==> src/rtl/hvdma_pkg.sv <==
// shared types and constants for the hblank video-memory dma controller
// no dependencies

package hvdma_pkg;

    // bytes moved per horizontal blank in hblank mode
    localparam int BLOCK_BYTES = 16;
    localparam int BBC_W = $clog2(BLOCK_BYTES) + 1;

    // action codes
    localparam logic ACT_TICK  = 1'b0;
    localparam logic ACT_WRITE = 1'b1;

    // register select codes
    localparam logic [2:0] SEL_SRC_HI = 3'd0;
    localparam logic [2:0] SEL_SRC_LO = 3'd1;
    localparam logic [2:0] SEL_DST_HI = 3'd2;
    localparam logic [2:0] SEL_DST_LO = 3'd3;
    localparam logic [2:0] SEL_CTRL   = 3'd4;

    localparam logic [15:0] DST_WRAP_MASK = 16'h9FFF;
    localparam logic [7:0]  STATUS_DONE   = 8'hFF;
    localparam logic [7:0]  CANCEL_FLAG   = 8'h80;

    typedef enum logic [3:0] {
        PH_IDLE      = 4'b0001,
        PH_XFER      = 4'b0010,
        PH_WAIT_HB   = 4'b0100,
        PH_WAIT_LINE = 4'b1000
    } phase_t;

    typedef struct packed {
        logic        copy_valid;
        logic [15:0] copy_src;
        logic [15:0] copy_dst;
        logic        status_valid;
        logic [7:0]  status_value;
        logic [7:0]  control_readback;
        logic        halt_cpu;
        logic        release_cpu;
    } res_t;

endpackage

==> src/rtl/hblank_vram_dma_controller_top.sv <==
// a word's result is registered, in the result register when that is free or being taken, else in the skid slot
// throughput: one word per cycle while the skid slot is empty; all state updates settle in the accept cycle
// a two-entry output buffer (result register plus skid) keeps req_ready high
// while a single result waits on rsp_ready
// reset (rst_n, async, active low): idle phase, general mode, addresses,
// length and block counter zero, output buffer empty
// depends on hvdma_pkg and hvdma_core

module hblank_vram_dma_controller_top
    import hvdma_pkg::*;
(
    input  logic        clk,
    input  logic        rst_n,

    // request channel
    input  logic        req_valid,
    output logic        req_ready,
    input  logic        action,
    input  logic [2:0]  reg_select,
    input  logic [7:0]  write_data,
    input  logic        in_hblank,
    input  logic        cpu_running,

    // response channel
    output logic        rsp_valid,
    input  logic        rsp_ready,
    output logic        copy_valid,
    output logic [15:0] copy_src,
    output logic [15:0] copy_dst,
    output logic        status_valid,
    output logic [7:0]  status_value,
    output logic [7:0]  control_readback,
    output logic        halt_cpu,
    output logic        release_cpu
);

    logic req_acc;
    logic rsp_take;
    res_t step_res;

    // result register and skid slot
    res_t out_reg;
    res_t skid_reg;
    logic out_valid_reg;
    logic skid_valid_reg;

    // ready only depends on the skid slot, so a stalled result does not block input
    assign req_ready = !skid_valid_reg;
    assign req_acc   = req_valid && req_ready;
    assign rsp_take  = out_valid_reg && rsp_ready;

    // state and step logic, updated at the accept edge
    hvdma_core u_core (
        .clk         (clk),
        .rst_n       (rst_n),
        .step_en     (req_acc),
        .action      (action),
        .reg_select  (reg_select),
        .write_data  (write_data),
        .in_hblank   (in_hblank),
        .cpu_running (cpu_running),
        .result      (step_res)
    );

    // output buffer control
    always_ff @(posedge clk or negedge rst_n)
    begin
        if (!rst_n)
        begin
            out_valid_reg  <= 1'b0;
            skid_valid_reg <= 1'b0;
        end
        else if (!out_valid_reg || rsp_take)
        begin
            // result slot frees up: drain skid first, else take the new word
            if (skid_valid_reg)
            begin
                out_valid_reg  <= 1'b1;
                skid_valid_reg <= 1'b0;
            end
            else
            begin
                out_valid_reg <= req_acc;
            end
        end
        else if (req_acc)
        begin
            skid_valid_reg <= 1'b1;
        end
    end

    // output buffer payload, no reset needed
    always_ff @(posedge clk)
    begin
        if (!out_valid_reg || rsp_take)
        begin
            if (skid_valid_reg)
                out_reg <= skid_reg;
            else if (req_acc)
                out_reg <= step_res;
        end
        else if (req_acc)
        begin
            skid_reg <= step_res;
        end
    end

    assign rsp_valid        = out_valid_reg;
    assign copy_valid       = out_reg.copy_valid;
    assign copy_src         = out_reg.copy_src;
    assign copy_dst         = out_reg.copy_dst;
    assign status_valid     = out_reg.status_valid;
    assign status_value     = out_reg.status_value;
    assign control_readback = out_reg.control_readback;
    assign halt_cpu         = out_reg.halt_cpu;
    assign release_cpu      = out_reg.release_cpu;

`ifndef SYNTHESIS
    // skid slot only fills behind a held result
    a_skid_behind_out: assert property (@(posedge clk) disable iff (!rst_n)
        skid_valid_reg |-> out_valid_reg)
        else $error("skid slot valid without result register valid");

    // an accepted word always shows up in the buffer
    a_acc_to_rsp: assert property (@(posedge clk) disable iff (!rst_n)
        req_acc |=> rsp_valid)
        else $error("accepted word produced no response");

    // one step never both halts and releases the processor
    a_halt_release_excl: assert property (@(posedge clk) disable iff (!rst_n)
        rsp_valid |-> !(halt_cpu && release_cpu))
        else $error("halt and release requested together");

    // addresses read as zero when no copy is requested
    a_copy_zero: assert property (@(posedge clk) disable iff (!rst_n)
        (rsp_valid && !copy_valid) |-> (copy_src == 16'h0000 && copy_dst == 16'h0000))
        else $error("copy addresses nonzero without a copy");

    // status value reads as zero when no status write
    a_status_zero: assert property (@(posedge clk) disable iff (!rst_n)
        (rsp_valid && !status_valid) |-> (status_value == 8'h00))
        else $error("status value nonzero without a status write");
`endif

endmodule

==> src/rtl/hvdma_core.sv <==
// dma state registers and the single-pass step logic for one word
// depends on hvdma_pkg

module hvdma_core
    import hvdma_pkg::*;
(
    input  logic       clk,
    input  logic       rst_n,
    input  logic       step_en,
    input  logic       action,
    input  logic [2:0] reg_select,
    input  logic [7:0] write_data,
    input  logic       in_hblank,
    input  logic       cpu_running,
    output res_t       result
);

    logic [15:0]      src_reg, src_next;
    logic [15:0]      dst_reg, dst_next;
    logic [11:0]      bytes_reg, bytes_next;
    logic             hbmode_reg, hbmode_next;
    phase_t           phase_reg, phase_next;
    logic [BBC_W-1:0] bbc_reg, bbc_next;

    logic [11:0]      new_len;
    logic [11:0]      bytes_dec;
    logic [BBC_W-1:0] bbc_inc;
    logic [15:0]      dst_inc;

    assign new_len   = {({1'b0, write_data[6:0]} + 8'd1), 4'h0};
    assign bytes_dec = bytes_reg - 12'd1;
    assign bbc_inc   = bbc_reg + BBC_W'(1);
    assign dst_inc   = dst_reg + 16'd1;

    always_comb
    begin
        src_next    = src_reg;
        dst_next    = dst_reg;
        bytes_next  = bytes_reg;
        hbmode_next = hbmode_reg;
        phase_next  = phase_reg;
        bbc_next    = bbc_reg;
        result      = '0;
        if (action == ACT_WRITE)
        begin
            unique case (reg_select)
                SEL_SRC_HI: src_next = {write_data, src_reg[7:0]};
                SEL_SRC_LO: src_next = {src_reg[15:8], write_data[7:4], 4'h0};
                SEL_DST_HI: dst_next = {3'b100, write_data[4:0], dst_reg[7:0]};
                SEL_DST_LO: dst_next = {dst_reg[15:8], write_data[7:4], 4'h0};
                SEL_CTRL:
                begin
                    if (phase_reg == PH_IDLE)
                    begin
                        bytes_next  = new_len;
                        hbmode_next = write_data[7];
                        if (!write_data[7])
                        begin
                            result.halt_cpu = 1'b1;
                            phase_next      = PH_XFER;
                        end
                        else
                        begin
                            phase_next = PH_WAIT_HB;
                        end
                        result.control_readback = {1'b0, write_data[6:0]};
                    end
                    else if (write_data[7])
                    begin
                        // cancel, block counter kept
                        phase_next = PH_IDLE;
                        result.control_readback = CANCEL_FLAG | (bytes_reg[11:4] - 8'd1);
                    end
                    else
                    begin
                        bytes_next = new_len;
                        result.control_readback = {1'b0, write_data[6:0]};
                    end
                end
                default: ;
            endcase
        end
        else
        begin
            unique case (phase_reg)
                PH_XFER:
                begin
                    if (bytes_reg != 12'd0)
                    begin
                        result.copy_valid = 1'b1;
                        result.copy_src   = src_reg;
                        result.copy_dst   = dst_reg;
                        src_next   = src_reg + 16'd1;
                        dst_next   = dst_inc & DST_WRAP_MASK;
                        bytes_next = bytes_dec;
                        if (bytes_dec[3:0] == 4'h0)
                        begin
                            result.status_valid = 1'b1;
                            result.status_value = bytes_dec[11:4] - 8'd1;
                        end
                        if (hbmode_reg)
                        begin
                            if (bbc_inc == BBC_W'(BLOCK_BYTES))
                            begin
                                bbc_next           = '0;
                                phase_next         = PH_WAIT_LINE;
                                result.release_cpu = 1'b1;
                            end
                            else
                            begin
                                bbc_next = bbc_inc;
                            end
                        end
                    end
                    else
                    begin
                        src_next            = 16'hFFFF;
                        dst_next            = 16'hFFFF;
                        result.status_valid = 1'b1;
                        result.status_value = STATUS_DONE;
                        result.release_cpu  = 1'b1;
                        phase_next          = PH_IDLE;
                    end
                end
                PH_WAIT_HB:
                begin
                    if (in_hblank && cpu_running)
                    begin
                        phase_next      = PH_XFER;
                        result.halt_cpu = 1'b1;
                    end
                end
                PH_WAIT_LINE:
                begin
                    if (!in_hblank)
                        phase_next = PH_WAIT_HB;
                end
                default: ;
            endcase
        end
    end

    always_ff @(posedge clk or negedge rst_n)
    begin
        if (!rst_n)
        begin
            src_reg    <= '0;
            dst_reg    <= '0;
            bytes_reg  <= '0;
            hbmode_reg <= 1'b0;
            phase_reg  <= PH_IDLE;
            bbc_reg    <= '0;
        end
        else if (step_en)
        begin
            src_reg    <= src_next;
            dst_reg    <= dst_next;
            bytes_reg  <= bytes_next;
            hbmode_reg <= hbmode_next;
            phase_reg  <= phase_next;
            bbc_reg    <= bbc_next;
        end
    end

endmodule

==> config.mk <==
export PLATFORM = sky130hd
export DESIGN_NAME = hblank_vram_dma_controller_top
export DESIGN_NICKNAME = d
export VERILOG_FILES = /design/src/rtl/hvdma_pkg.sv /design/src/rtl/hblank_vram_dma_controller_top.sv /design/src/rtl/hvdma_core.sv
export SDC_FILE = /design/constraint.sdc
export NUM_CORES = 1
export LEC_CHECK = 0
export ABC_CLOCK_PERIOD_IN_PS = 6900
export BUFFER_PORTS_ARGS = -buffer_cell sky130_fd_sc_hd__buf_2
export CORE_ASPECT_RATIO = 0.7
export CORE_MARGIN = 4
export CORE_UTILIZATION = 50
export CTS_BUF_LIST = sky130_fd_sc_hd__clkbuf_16
export DETAILED_ROUTE_END_ITERATION = 8
export MAX_ROUTING_LAYER = met4
export PLACE_DENSITY = 0.65
export RECOVER_POWER = 100
export SYNTH_ARGS = -nofsm -noshare
export SYNTH_HDL_FRONTEND = slang
export SYNTH_HIERARCHICAL = 1
export SYNTH_SLANG_ARGS = --single-unit
==> constraint.sdc <==
create_clock -name clk -period 6.9 [get_ports clk]
set_input_delay 0.345 -clock clk [delete_from_list [all_inputs] [get_ports clk]]
set_output_delay 0.345 -clock clk [all_outputs]
set_load 0.1 [all_outputs]
==> impl_metrics.yaml <==
sta:
  min_period_over_period_pct: 60.3
  tightestPinTransition_ns: 3.38
  rsz0062_at_grt: "no"
  hold_viol: 0
  clock.fmax_mhz: 240
  drv_slew: 220
  period_minus_slack_ns: 4.16
  relSlewSlack_pct: -125
  setup_tns_ns: 0
  whs_ns: 0.237
  finalClockSkew_ns: 0.00835
  setup_viol: 0
global_route:
  grt_use_total_pct: 23.0
  globalRouteMet1Util_pct: 35.1
  grt_pass1_vias: 5676
  antenna_found_initial: 0
  use_met3_pct: 5.02
  grt_max_degree: 57
  grt.busiest_layer: "met1"
  grt_pass1_wl_um: 32000
  grt.overflow.total: 0
  grt_use_met2_pct: 30.6
clocking:
  clockRootBuffer: "clkbuf_16"
  path_clk_slew_ns: 0.06
  ctsHoldBuffers: 0
  cts.sinks: 159
  htreeDepth: 4
  clk_latency_ns: 0.43
  clockBufferDepth: 2
  tritoncts: "done"
  cts_resized: 0
  cts_buffers: 17
  cts_setup_buffers: 0
synth:
  yosys_warnings: 6
  avgSynthCellArea_um2: 11.4
  syn_inst: 718
  ys_ff_latch: 159
  yosysUniqueCellTypes: 66
  synth_edf_count: 104
  async_flop_share_pct: 34.6
  seq_area_frac_synth_pct: 55.1
  synthFlopType: "edfxtp_1"
  syn_area_um2: 8170
  syn-num-nets: 746
min_path:
  worstHoldPathCells: 3
  holdPathEnd: "rsp_valid$_DFFE_PN0P_"
  hold_path_class: "in -> reg"
  worstHoldStart: "req_valid"
critical_path:
  cp.required_ns: 6.90
  max_stage_delay_ns: 1.72
  rr_worst_depth: 4
  r2r-end: "copy_src[12]$_DFFE_PP_"
  path_buf_inv: 2
  worstSetupEndpointType: "flip-flop"
  reg2reg_from: "skid_valid_reg$_DFFE_PN0P_"
  crit_type: "reg -> reg"
  start_kind: "flip-flop"
  path_cells: "buf_4, nor2_1, nor2b_1, clkbuf_1"
  ff2ff_setup_slack_ns: 2.74
  worstPathArrival_ns: 4.16
  crit_family: "buffers and inverters"
  critPathMaxFanout: 56
  slowest_stage: "clkbuf_1"
pwr:
  combinationalPowerShare_pct: 33.1
  switching_share_pct: 40.1
  powerDensity_nw_per_um2: 386
  intPower_w: 0.00208
  p_leak_nw: 3.53
  p_sw_w: 0.00139
  seqPwrFrac_pct: 39.6
  pwr-share-clk_pct: 27.3
  irDropWorstVdd_mv: 0.175
finish:
  syn_to_final_growth_pct: 10.2
  largest_reg_flops: 52
  nets: 802
  final_common_cell: "edfxtp_1"
  layout_common_cells: "edfxtp_1 (104), nand2_1 (70), clkbuf_1 (60)"
  antenna_cells: 0
  instances_no_fill: 1007
  drive_gt1_share_pct: 9.66
routing:
  drc: 0
  antenna_left: 0
  wl_per_cell_um: 20.1
  drt_first_pass_iters: 7
  drt_iter0_drc: 549
  vias_per_cell: 5.90
  vias: 5945
  drt-total-wl_um: 20300
floorplanning:
  core_area_um2: 15700
  die_area_um2: 18500
  die_w_um: 161
  boundaryPins: 72
  placementRows: 38
  start_util_pct: 51.9
  die_h_um: 115
placement:
  place_inst: 975
  place_hpwl_um: 13600
  gp_congestion: 0.916
  numPortBuffers: 71
run:
  maxCapViolations: 5
outcome:
  violations: "capacitance limit, slew limit"
  outcome: "finished with violations"
-- worst min-delay path, cell delays in order --
cell and delay [ns]:
buf_2 0.14, nor2_1 0.08, nand2_1 0.06
-- layer usage --
metal	wire [um]	up-vias
met5	0	-
li1	-	2787
met1	10400	2888
met4	284	0
met3	1510	28
met2	8110	242
-- cells in the mapped netlist (5+ instances only) --
library cell | count | area share, %
o21ai_0 | 44 | 2.7
nor2b_1 | 5 | 0.38
a31oi_1 | 6 | 0.46
nand4_1 | 6 | 0.46
nor3_1 | 13 | 0.80
a211oi_1 | 6 | 0.55
dfrtp_1 | 54 | 17
xor2_1 | 8 | 0.86
o22a_1 | 5 | 0.54
edfxtp_1 | 104 | 38
o22ai_1 | 6 | 0.46
nor3b_1 | 5 | 0.46
mux2_2 | 20 | 2.8
buf_6 | 6 | 0.83
nand2b_1 | 7 | 0.54
a21o_1 | 7 | 0.64
ha_1 | 10 | 1.5
nand3_1 | 22 | 1.3
nand2_1 | 70 | 3.2
inv_1 | 17 | 0.78
nor2_1 | 50 | 2.3
clkbuf_1 | 30 | 1.4
and3_1 | 32 | 2.4
mux2_4 | 37 | 6.8
xnor2_1 | 16 | 1.7
nor4_1 | 5 | 0.38
a21oi_1 | 53 | 3.2
-- worst max path at each step --
stage / to / from / cells past startpoint / slack, ns
after floorplan: skid_reg[0]$_DFFE_PP_ / rsp_valid$_DFFE_PN0P_ / 2 / 1.36
after CTS: status_value[6]$_DFFE_PP_ / u_core/bytes_reg[0]$_DFFE_PN0P_ / 9 / 3.52
final: copy_src[12]$_DFFE_PP_ / skid_valid_reg$_DFFE_PN0P_ / 4 / 2.74
after detailed placement: status_value[6]$_DFFE_PP_ / u_core/bytes_reg[0]$_DFFE_PN0P_ / 9 / 3.53
after global placement: status_value[6]$_DFFE_PP_ / u_core/bytes_reg[0]$_DFFE_PN0P_ / 9 / 3.63
after global routing: copy_src[12]$_DFFE_PP_ / skid_valid_reg$_DFFE_PN0P_ / 4 / 2.17
-- cells by family (layout without fill, tap and decap cells) --
family                     count (synthesis)  after routing  share of synthesized area [%]
and+or+nand+nor                          243            243                           15.0
DFF                                      159            159                           55.1
AOI/OAI and AO/OA                        165            165                           12.8
xor gates and xnor gates                  24             24                           2.57
muxes                                     58             58                           9.67
buffers and inverters                     59            128                           3.37
adders and majority gates                 10             10                           1.53
-- through the flow --
step	area [um^2]	util, %	power [W]	worst slack, ns
after floorplan	8170	-	0.00226	1.36
after global placement	8670	55.1	0.00253	3.63
after detailed placement	8670	55.1	0.00254	3.53
after CTS	9260	58.8	0.00350	3.52
after global routing	9010	57.2	0.00366	2.17
final	9010	57.2	0.00347	2.74
-- final cells by class --
class	count	area, um^2
clock buffers	17	425
clock inverters	15	160
fillers	1400	6730
inverters	17	63.8
multi-input cells	500	3250
flip-flops and latches	159	4500
well taps	220	275
repair buffers	79	325
-- power by group through the flow --
stage / logic [W] / registers (W) / clock network [W]
finish: 0.00115 / 0.00138 / 0.000949
global route: 0.00125 / 0.00140 / 0.00101
CTS: 0.00117 / 0.00136 / 0.000964
detailed placement: 0.00116 / 0.00138 / 0
global placement: 0.00115 / 0.00137 / 0
floorplan: 0.000766 / 0.00150 / 0
Note: power is estimated with default switching activity, not from simulation.
